===== src/hdl/sdec_pkg.sv =====
// ----------------------------------------------------------------------------
// sdec_pkg: shared types and constants for the decimal text converter
// Widths of the binary and BCD words, ASCII codes and the controller states.
// ----------------------------------------------------------------------------
package sdec_pkg;

  localparam int VALUE_W     = 64;
  localparam int BCD_DIGITS  = 20;
  localparam int BCD_W       = 4 * BCD_DIGITS;
  localparam int NDIG_W      = $clog2(BCD_DIGITS + 1);
  localparam int BIT_CNT_W   = $clog2(VALUE_W);
  localparam int CHAR_W      = 8;

  // Width of the text field; one slot of it is kept free.
  localparam int FIELD_WIDTH = 16;
  localparam int SLOTS       = FIELD_WIDTH - 1;

  localparam logic [CHAR_W-1:0] CHAR_ZERO  = 8'h30;
  localparam logic [CHAR_W-1:0] CHAR_MINUS = 8'h2D;
  localparam logic [CHAR_W-1:0] CHAR_NUL   = 8'h00;

  typedef enum logic [2:0] {
    S_IDLE,
    S_CONV,
    S_SCAN,
    S_SIGN,
    S_EMIT,
    S_OVF
  } state_t;

endpackage


===== src/hdl/signed_to_decimal_ascii.sv =====
// ----------------------------------------------------------------------------
// signed_to_decimal_ascii: signed 64-bit integer to decimal ASCII text
// Takes one value per input beat and sends its text, one character per
// output beat, most significant character first.
//
// The input channel carries in_value; the output channel carries
// out_character, out_last and out_overflow. Negative values get a leading
// minus sign, and zero gives a single '0'. Text longer than FIELD_WIDTH-1
// slots is replaced by one beat with out_overflow and out_last set and a
// NUL character. The most negative value converts as magnitude 2^63.
// An item is taken in idle, passes through the bit-serial BCD converter and
// its BCD word is taken; then leading zero digits are dropped one at a time
// (up to 19), a decision step follows and one character is sent per beat.
// A new value is taken only once the last beat of the previous one is in
// the output register. When the receiver stalls, the output register holds
// its beat and the character sequencer waits. Reset empties the output
// register and returns the block to idle.
// ----------------------------------------------------------------------------
module signed_to_decimal_ascii #(
  parameter int FIELD_WIDTH = sdec_pkg::FIELD_WIDTH
) (
  input  logic                            clk,
  input  logic                            rst_n,
  input  logic                            in_valid,
  output logic                            in_ready,
  input  logic signed [sdec_pkg::VALUE_W-1:0] in_value,
  output logic                            out_valid,
  input  logic                            out_ready,
  output logic [sdec_pkg::CHAR_W-1:0]     out_character,
  output logic                            out_last,
  output logic                            out_overflow
);

  localparam int SLOTS = FIELD_WIDTH - 1;

  sdec_pkg::state_t                 state_r, state_nxt;
  logic [sdec_pkg::BCD_W-1:0]       digits_r, digits_nxt;
  logic [sdec_pkg::NDIG_W-1:0]      ndig_r, ndig_nxt;
  logic                             neg_r, neg_nxt;
  logic                             out_valid_r, out_valid_nxt;
  logic [sdec_pkg::CHAR_W-1:0]      out_char_r, out_char_nxt;
  logic                             out_last_r, out_last_nxt;
  logic                             out_ovf_r, out_ovf_nxt;

  logic                             conv_start;
  logic                             conv_done;
  logic [sdec_pkg::BCD_W-1:0]       conv_bcd;
  logic [sdec_pkg::VALUE_W-1:0]     mag;
  logic                             out_free;
  logic [3:0]                       top_digit;
  logic [sdec_pkg::NDIG_W:0]        total;

  assign mag = in_value[sdec_pkg::VALUE_W-1] ? (~in_value + sdec_pkg::VALUE_W'(1)) : in_value;

  sdec_dabble u_dabble (
    .clk   (clk),
    .rst_n (rst_n),
    .start (conv_start),
    .mag   (mag),
    .done  (conv_done),
    .bcd   (conv_bcd)
  );

  assign out_free  = !out_valid_r || out_ready;
  assign top_digit = digits_r[sdec_pkg::BCD_W-1 -: 4];
  assign total     = {1'b0, ndig_r} + {{sdec_pkg::NDIG_W{1'b0}}, neg_r};

  always_comb begin
    state_nxt     = state_r;
    digits_nxt    = digits_r;
    ndig_nxt      = ndig_r;
    neg_nxt       = neg_r;
    out_valid_nxt = out_valid_r;
    out_char_nxt  = out_char_r;
    out_last_nxt  = out_last_r;
    out_ovf_nxt   = out_ovf_r;
    conv_start    = 1'b0;
    if (out_valid_r && out_ready) begin
      out_valid_nxt = 1'b0;
    end
    case (state_r)
      sdec_pkg::S_IDLE: begin
        if (in_valid) begin
          neg_nxt    = in_value[sdec_pkg::VALUE_W-1];
          conv_start = 1'b1;
          state_nxt  = sdec_pkg::S_CONV;
        end
      end
      sdec_pkg::S_CONV: begin
        if (conv_done) begin
          digits_nxt = conv_bcd;
          ndig_nxt   = sdec_pkg::NDIG_W'(sdec_pkg::BCD_DIGITS);
          state_nxt  = sdec_pkg::S_SCAN;
        end
      end
      sdec_pkg::S_SCAN: begin
        if (top_digit == 4'd0 && ndig_r > sdec_pkg::NDIG_W'(1)) begin
          digits_nxt = {digits_r[sdec_pkg::BCD_W-5:0], 4'd0};
          ndig_nxt   = ndig_r - sdec_pkg::NDIG_W'(1);
        end else if (total > (sdec_pkg::NDIG_W + 1)'(SLOTS)) begin
          state_nxt = sdec_pkg::S_OVF;
        end else if (neg_r) begin
          state_nxt = sdec_pkg::S_SIGN;
        end else begin
          state_nxt = sdec_pkg::S_EMIT;
        end
      end
      sdec_pkg::S_SIGN: begin
        if (out_free) begin
          out_valid_nxt = 1'b1;
          out_char_nxt  = sdec_pkg::CHAR_MINUS;
          out_last_nxt  = 1'b0;
          out_ovf_nxt   = 1'b0;
          state_nxt     = sdec_pkg::S_EMIT;
        end
      end
      sdec_pkg::S_EMIT: begin
        if (out_free) begin
          out_valid_nxt = 1'b1;
          out_char_nxt  = sdec_pkg::CHAR_ZERO + {4'd0, top_digit};
          out_last_nxt  = (ndig_r == sdec_pkg::NDIG_W'(1));
          out_ovf_nxt   = 1'b0;
          digits_nxt    = {digits_r[sdec_pkg::BCD_W-5:0], 4'd0};
          ndig_nxt      = ndig_r - sdec_pkg::NDIG_W'(1);
          if (ndig_r == sdec_pkg::NDIG_W'(1)) begin
            state_nxt = sdec_pkg::S_IDLE;
          end
        end
      end
      sdec_pkg::S_OVF: begin
        if (out_free) begin
          out_valid_nxt = 1'b1;
          out_char_nxt  = sdec_pkg::CHAR_NUL;
          out_last_nxt  = 1'b1;
          out_ovf_nxt   = 1'b1;
          state_nxt     = sdec_pkg::S_IDLE;
        end
      end
      default: begin
        state_nxt = sdec_pkg::S_IDLE;
      end
    endcase
  end

  always_ff @(posedge clk) begin
    if (!rst_n) begin
      state_r     <= sdec_pkg::S_IDLE;
      out_valid_r <= 1'b0;
    end else begin
      state_r     <= state_nxt;
      out_valid_r <= out_valid_nxt;
    end
  end

  always_ff @(posedge clk) begin
    digits_r   <= digits_nxt;
    ndig_r     <= ndig_nxt;
    neg_r      <= neg_nxt;
    out_char_r <= out_char_nxt;
    out_last_r <= out_last_nxt;
    out_ovf_r  <= out_ovf_nxt;
  end

  assign in_ready      = (state_r == sdec_pkg::S_IDLE);
  assign out_valid     = out_valid_r;
  assign out_character = out_char_r;
  assign out_last      = out_last_r;
  assign out_overflow  = out_ovf_r;

endmodule


===== src/hdl/sdec_dabble.sv =====
// ----------------------------------------------------------------------------
// sdec_dabble: serial binary to BCD converter
// Shifts the magnitude in one bit per cycle, correcting each BCD digit by
// adding three when it is five or more before every shift.
// ----------------------------------------------------------------------------
module sdec_dabble (
  input  logic                          clk,
  input  logic                          rst_n,
  input  logic                          start,
  input  logic [sdec_pkg::VALUE_W-1:0]  mag,
  output logic                          done,
  output logic [sdec_pkg::BCD_W-1:0]    bcd
);

  logic [sdec_pkg::VALUE_W-1:0]   bin_r, bin_nxt;
  logic [sdec_pkg::BCD_W-1:0]     bcd_r, bcd_nxt;
  logic [sdec_pkg::BIT_CNT_W-1:0] cnt_r, cnt_nxt;
  logic                           busy_r, busy_nxt;
  logic                           done_r, done_nxt;
  logic [sdec_pkg::BCD_W-1:0]     adj;

  always_comb begin
    for (int i = 0; i < sdec_pkg::BCD_DIGITS; i++) begin
      if (bcd_r[4*i +: 4] >= 4'd5) begin
        adj[4*i +: 4] = bcd_r[4*i +: 4] + 4'd3;
      end else begin
        adj[4*i +: 4] = bcd_r[4*i +: 4];
      end
    end
  end

  always_comb begin
    bin_nxt  = bin_r;
    bcd_nxt  = bcd_r;
    cnt_nxt  = cnt_r;
    busy_nxt = busy_r;
    done_nxt = 1'b0;
    if (start) begin
      bin_nxt  = mag;
      bcd_nxt  = '0;
      cnt_nxt  = '0;
      busy_nxt = 1'b1;
    end else if (busy_r) begin
      bin_nxt = {bin_r[sdec_pkg::VALUE_W-2:0], 1'b0};
      bcd_nxt = {adj[sdec_pkg::BCD_W-2:0], bin_r[sdec_pkg::VALUE_W-1]};
      cnt_nxt = cnt_r + sdec_pkg::BIT_CNT_W'(1);
      if (cnt_r == sdec_pkg::BIT_CNT_W'(sdec_pkg::VALUE_W - 1)) begin
        busy_nxt = 1'b0;
        done_nxt = 1'b1;
      end
    end
  end

  always_ff @(posedge clk) begin
    if (!rst_n) begin
      busy_r <= 1'b0;
      done_r <= 1'b0;
      cnt_r  <= '0;
    end else begin
      busy_r <= busy_nxt;
      done_r <= done_nxt;
      cnt_r  <= cnt_nxt;
    end
  end

  always_ff @(posedge clk) begin
    bin_r <= bin_nxt;
    bcd_r <= bcd_nxt;
  end

  assign done = done_r;
  assign bcd  = bcd_r;

endmodule


===== config.mk =====
export PLATFORM = sky130hd
export DESIGN_NAME = signed_to_decimal_ascii
export DESIGN_NICKNAME = d
export VERILOG_FILES = /design/src/hdl/sdec_pkg.sv /design/src/hdl/signed_to_decimal_ascii.sv /design/src/hdl/sdec_dabble.sv
export SDC_FILE = /design/constraint.sdc
export NUM_CORES = 1
export LEC_CHECK = 0
export BUFFER_PORTS_ARGS = -buffer_cell sky130_fd_sc_hd__buf_2
export CORE_ASPECT_RATIO = 0.9
export CORE_MARGIN = 4
export CORE_UTILIZATION = 25
export DETAILED_ROUTE_END_ITERATION = 10
export GPL_TIMING_DRIVEN = 0
export HOLD_SLACK_MARGIN = 0.05
export SETUP_SLACK_MARGIN = 0.2
export SYNTH_ARGS = -nofsm -noshare
export SYNTH_HDL_FRONTEND = slang
export SYNTH_SLANG_ARGS = --single-unit

===== constraint.sdc =====
create_clock -name clk -period 10.6 [get_ports clk]
set_input_delay 0 -clock clk [delete_from_list [all_inputs] [get_ports clk]]
set_output_delay 0 -clock clk [all_outputs]
set_load 0.005 [all_outputs]

Word-level counts from Yosys, hierarchy flattened
Cells that the tools add are included.
{"block": "op_classes", "add_sub_neg": 25, "order_cmp": 22, "reduce_logical": 19, "bitwise_logic": 3, "n_mux": 59, "eq_ne": 16}
{"cell": "80-bit 2-to-1 mux", "n": 3}
{"cell": "80-bit one-hot mux with 3 select lines", "n": 1}
{"cell": "64-bit 2-to-1 mux", "n": 3}
{"cell": "4-bit by 3-bit greater-or-equal comparator with 1-bit output (second input constant)", "n": 20}
{"cell": "4-bit by 2-bit adder with 4-bit output (second input constant)", "n": 19}
{"cell": "4-bit 2-to-1 mux", "n": 19}
{"cell": "64-bit by 2-bit adder with 64-bit output (second input constant)", "n": 1}
{"cell": "64-bit inverter", "n": 1}
{"cell": "3-bit 2-to-1 mux", "n": 10}
{"cell": "8-bit 2-to-1 mux", "n": 3}
{"cell": "8-bit one-hot mux with 3 select lines", "n": 1}
{"cell": "3-bit one-hot mux with 6 select lines", "n": 1}
{"cell": "5-bit 2-to-1 mux", "n": 3}
{"cell": "5-bit one-hot mux with 3 select lines", "n": 1}
{"cell": "2-bit inequality test (second input constant)", "n": 7}
{"cell": "1-bit 2-to-1 mux", "n": 12}
{"cell": "4-bit AND reduction", "n": 2}
{"cell": "6-bit by 4-bit adder with 7-bit output (first input constant)", "n": 1}
{"cell": "7-bit AND reduction", "n": 1}
{"cell": "5-bit by 1-bit adder with 6-bit output", "n": 1}
{"cell": "6-bit by 1-bit adder with 6-bit output (second input constant)", "n": 1}
{"cell": "3-bit by 2-bit == test with 1-bit output (second input constant)", "n": 2}
{"cell": "3-bit == test (second input constant)", "n": 2}
{"cell": "6-bit == test (second input constant)", "n": 1}
{"cell": "21 further kinds", "n": 28}
{"block": "word_totals", "input_bits": 68, "output_inout_bits": 12, "reg_bits": 252, "elab_cells": 157}

Logic depth before layout (Yosys ltp)
{"block": "depth", "ltp_word": 5, "ltp_mapped": 9, "mapped_depth_nobuf": 8}

Hierarchy
From an unflattened synthesis, not the netlist that was laid out.
{"block": "unflattened", "cells_unflattened": 1221, "area_unflattened_um2": 13671.9}
{"mod": "sdec_dabble", "cells_each": 762, "seq_area_each_um2": 3683.5, "n_inst": 1, "area_per_inst_um2": 7933.9}
{"mod": "signed_to_decimal_ascii", "cells_each": 459, "seq_area_each_um2": 2902.8, "n_inst": 1, "area_per_inst_um2": 5738.0}

Worst setup path after synthesis
Ideal clock, no wire load.
{"block": "synth_path", "path_kind": "register to register", "from": "reg state_r[2]", "to": "reg digits_r[0] (netlist name), enable pin", "setup_time_ps": 658, "required_ps": 9942, "slack_ps": 2882, "path_stages_with_launch": 4, "period_less_slack_ps": 7718, "n_path_buf": 1, "arrival_ps": 7061, "cell_sequence": "dfxtp_1 nand2b_1 clkbuf_1 o32ai_1"}
{"block": "synth_between", "elab_chain_len": 3, "word_cells_on_any_way": 8, "cone_classes": "eq/ne (6); reduce/logical (2)"}
{"element": "start, declared", "line": "signed_to_decimal_ascii.sv:36", "text": "sdec_pkg::state_t state_r, state_nxt;"}
{"element": "start signal, assigned", "line": "signed_to_decimal_ascii.sv:147", "text": "state_r <= sdec_pkg::S_IDLE;"}
{"element": "start signal, assigned", "line": "signed_to_decimal_ascii.sv:150", "text": "state_r <= state_nxt;"}
{"element": "3-bit by 2-bit == test with 1-bit output (tied with other cells)", "line": "signed_to_decimal_ascii.sv:81", "text": "case (state_r)"}
{"element": "2-bit inequality test (no line) (tied with other cells)"}
{"element": "4-bit AND reduction (no line) *"}
{"element": "end signal, assigned", "line": "signed_to_decimal_ascii.sv:156", "text": "digits_r <= digits_nxt;"}
{"element": "end, declared", "line": "signed_to_decimal_ascii.sv:37", "text": "logic [sdec_pkg::BCD_W-1:0] digits_r, digits_nxt;"}
Mark *: on every way between the ends. The rest lies on a longest branch, timed or not.
A chain may end at the register's enable or synchronous reset.

Worst setup path in the final report
{"block": "layout_path", "from": "in in_value[0] (netlist name)", "to": "reg u_dabble.bin_r[38] (netlist name) (data pin)"}
{"block": "layout_between", "elab_chain_len": 4}
{"element": "start, declared", "line": "signed_to_decimal_ascii.sv:26", "text": "input logic signed [sdec_pkg::VALUE_W-1:0] in_value,"}
{"element": "64-bit inverter", "line": "signed_to_decimal_ascii.sv:53", "text": "assign mag = in_value[sdec_pkg::VALUE_W-1] ? (~in_value + sdec_pkg::VALUE_W'(1)) : in_value;"}
{"element": "64-bit by 2-bit adder with 64-bit output", "line": "signed_to_decimal_ascii.sv:53"}
{"element": "64-bit 2-to-1 mux", "line": "signed_to_decimal_ascii.sv:53"}
{"element": "64-bit 2-to-1 mux", "line": "sdec_dabble.sv:38", "text": "if (start) begin"}
{"element": "net u_dabble.bin_nxt, one bit", "line": "sdec_dabble.sv:15", "text": "logic [sdec_pkg::VALUE_W-1:0] bin_r, bin_nxt;"}
{"element": "end signal, assigned", "line": "sdec_dabble.sv:67", "text": "bin_r <= bin_nxt;"}
{"element": "end, declared", "line": "sdec_dabble.sv:15"}
The timed path passes the listed nets, and every way through them passes these cells.

==> results_dict.tcl <==
set metrics [dict create \
    drive_above_1_share_pct 12.3 \
    slew_headroom_pct 32.8 \
    diodes 0 \
    hold_depth 3 \
    clk_latency_ps 540 \
    synth_seq_cells 250 \
    dr_total_vias 10280 \
    rsz0062_at_grt "no" \
    initial_core_util_pct 25.4 \
    grtUsageTotal_pct 11.6 \
    pre_cts_ws_ps 7570 \
    synth_cells 1300 \
    rrSetupSlack_ps 7550 \
    first_iter_violations 738 \
    regToRegStartpoint "state_r[2]" \
    place_congestion 0.823 \
    drv_cap 0 \
    synth_most_common_cell "nand2_1" \
    cts_resized 0 \
    num_io_pins 80 \
    async_reset_ff_share_pct 0 \
    die_w_microns 247 \
    hold_viol 0 \
    grt_max_degree 65 \
    ys_types 51 \
    setup_ws_ps 7180 \
    hp-start "in_value[46]" \
    cts_tree "done" \
    detail-route-antenna-nets 0 \
    place_inst 2062 \
    setup.worst_path.start "in_value[0]" \
    busiest_layer "met2" \
    grt_use_met3_pct 2.24 \
    path_class "in -> reg" \
    grt_pass1_vias 10331 \
    grt_remaining_overflow 0 \
    clkTransAtPathRegs_ps 60 \
    dp_hpwl_mm 22.6 \
    reg2reg_to "digits_r[5]" \
    cts_root_buf "clkbuf_16" \
    yosys.area.top_type "edfxtp_1" \
    hold_class "in -> reg" \
    synth-warning-count 0 \
    yosysTopAreaCellShare_pct 36.8 \
    crit_required_ps 10890 \
    drcViolationCount 0 \
    wirelength_mm 32.6 \
    synth_edf_count 158 \
    synthFlopType "edfxtp_1" \
    use_met2_pct 18.9 \
    num_rows 78 \
    syn_area_sq_um 12900 \
    yosys-top-cells-count "nand2_1, o21ai_0, edfxtp_1" \
    htreeDepth 1 \
    fp.dieH_microns 223 \
    skew_ps 7.15 \
    cp_data_arrival_time_ps 3710 \
    area_growth_syn_to_layout_pct 23.7 \
    end_kind "register" \
    start_kind "primary input" \
    timing.fmax_ghz 0.292 \
    whs_endpoint "u_dabble.bin_r[46]" \
    setup_viol 0 \
    cts_max_path_buffers 3 \
    dr.pass1.iters 6 \
    p_leak_uw 0.00558 \
    cp_max_fo 10 \
    final_cells 2193 \
    fin_nets 1604 \
    coreArea_sq_um 50700 \
    met1_usage_pct 15.6 \
    worstRegToRegCells 6 \
    clock_sinks 250 \
    io_buffers 76 \
    dieArea_sq_um 55200 \
    numCtsBuffers 27 \
    antenna_found_initial 0 \
    synth_area_leaders "edfxtp_1, dfxtp_1, o21ai_0" \
    wire_per_inst_microns 14.9 \
    outcome "completed" \
    grt_pass1_wl_mm 52.7 \
    period_share_pct 32.3 \
    avgSynthCellArea_sq_um 9.91 \
    viasPerCell 4.69 \
    p_per_area_nw_per_um2 146 \
    final.min_clock_period_ps 3420 \
    worst_slew_pin_slew_ps 1010 \
    irDropWorstVdd_uv 117 \
    timing.final.max_slew_violations 0 \
    synth_seq_area_share_pct 51.1 \
]
==> metrics by stage <==
stage               power [uW]  setup TNS, ps  util, %  area, sq um  hold WS [ps]
finish                    2330              0     31.5        15900          99.4
global route              2440              0     31.5        15900           108
CTS                       2360              0     31.5        15900          65.3
detailed placement        1410              0     28.2        14300           306
global placement          1400         -50970     27.9        14100           302
floorplan                 1320              0        -        12900          98.9
==> worst max-delay path by stage <==
stage / slack, ps / endpoint / cells after the start
after floorplan: 2880 / digits_r[0] / 3
final: 7180 / u_dabble.bin_r[38] / 12
after global placement: -610 / digits_r[26] / 3
after CTS: 7260 / u_dabble.bin_r[38] / 12
after global routing: 6990 / u_dabble.bin_r[38] / 12
after detailed placement: 7570 / digits_r[69] / 6
==> metal layers <==
metal	vias up	wire (microns)
li1	5022	-
met1	4915	15100
met2	279	14900
met3	64	1840
met4	0	801
met5	-	0
==> cell usage in the layout (no fill, tap or decap), drive strengths merged, types with 4 or more instances in the layout <==
| master | count |
|---|---|
| xnor2 | 28 |
| or4 | 13 |
| nor4 | 11 |
| o21ai | 179 |
| nand2 | 170 |
| o31ai | 23 |
| dlygate4sd3 | 81 |
| inv | 55 |
| nor3b | 13 |
| nor3 | 16 |
| edfxtp | 158 |
| clkinv | 8 |
| xor2 | 64 |
| or3 | 7 |
| a21oi | 83 |
| ha | 44 |
| nand4 | 8 |
| nand2b | 21 |
| nand3 | 26 |
| nor2b | 7 |
| nor2 | 107 |
| mux2i | 25 |
| mux2 | 38 |
| a211oi | 13 |
| o41ai | 11 |
| or2 | 4 |
| buf | 89 |
| clkbuf | 91 |
| dfxtp | 92 |
==> critical path: stages <==
cell	delay [ps]
dlygate4sd3_1	550
buf_2	160
inv_1	80
ha_1	160
or3b_2	510
nor4_4	450
nand4_1	370
clkbuf_1	330
o31ai_1	300
xor2_1	170
dlygate4sd3_1	560
o21ai_1	50
==> cell families after synthesis <==
logic type	share of synthesized area, %
XOR/XNOR	6.25
multiplexers	5.26
AND/OR/NAND/NOR	15.2
other	0.0291
buffers and inverters	3.41
flip-flops	51.1
adder cells (fa/ha/maj)	4.27
AO/OA/AOI/OAI	14.4
==> cell type report <==
| class | instances | area, sq um |
|---|---|---|
| Buffer | 63 | 244 |
| Clock inverter | 14 | 106 |
| Clock buffer | 36 | 749 |
| Inverter | 52 | 195 |
| Tap cell | 680 | 851 |
| Fill cell | 5127 | 34700 |
| Sequential cell | 250 | 6590 |
| Timing Repair Buffer | 162 | 1320 |
| Multi-Input combinational cell | 936 | 5890 |
==> flip-flops by register name (all words and copies together), names as in the netlist <==
register and flops:
u_dabble.bin_r 64, digits_r 80, out_character 6, neg_r 1
out_overflow 1, state_r 3, out_valid 1, u_dabble.cnt_r 6
u_dabble.busy_r 1, out_last 1, u_dabble.bcd 80, u_dabble.done 1
ndig_r 5
==> what timing repair did <==
action                                 4_1_cts  5_1_grt
hold buffers                                81        0
buffers inserted                             0        0
endpoints found under the hold margin       77        0
==> power by group <==
| part | internal, uW | switching [uW] | leakage [uW] |
|---|---|---|---|
| Clock | 522 | 387 | 0.000417 |
| Sequential | 1100 | 29.6 | 0.00225 |
| Combinational | 116 | 172 | 0.00292 |
Note: power is estimated with default switching activity, not from simulation.
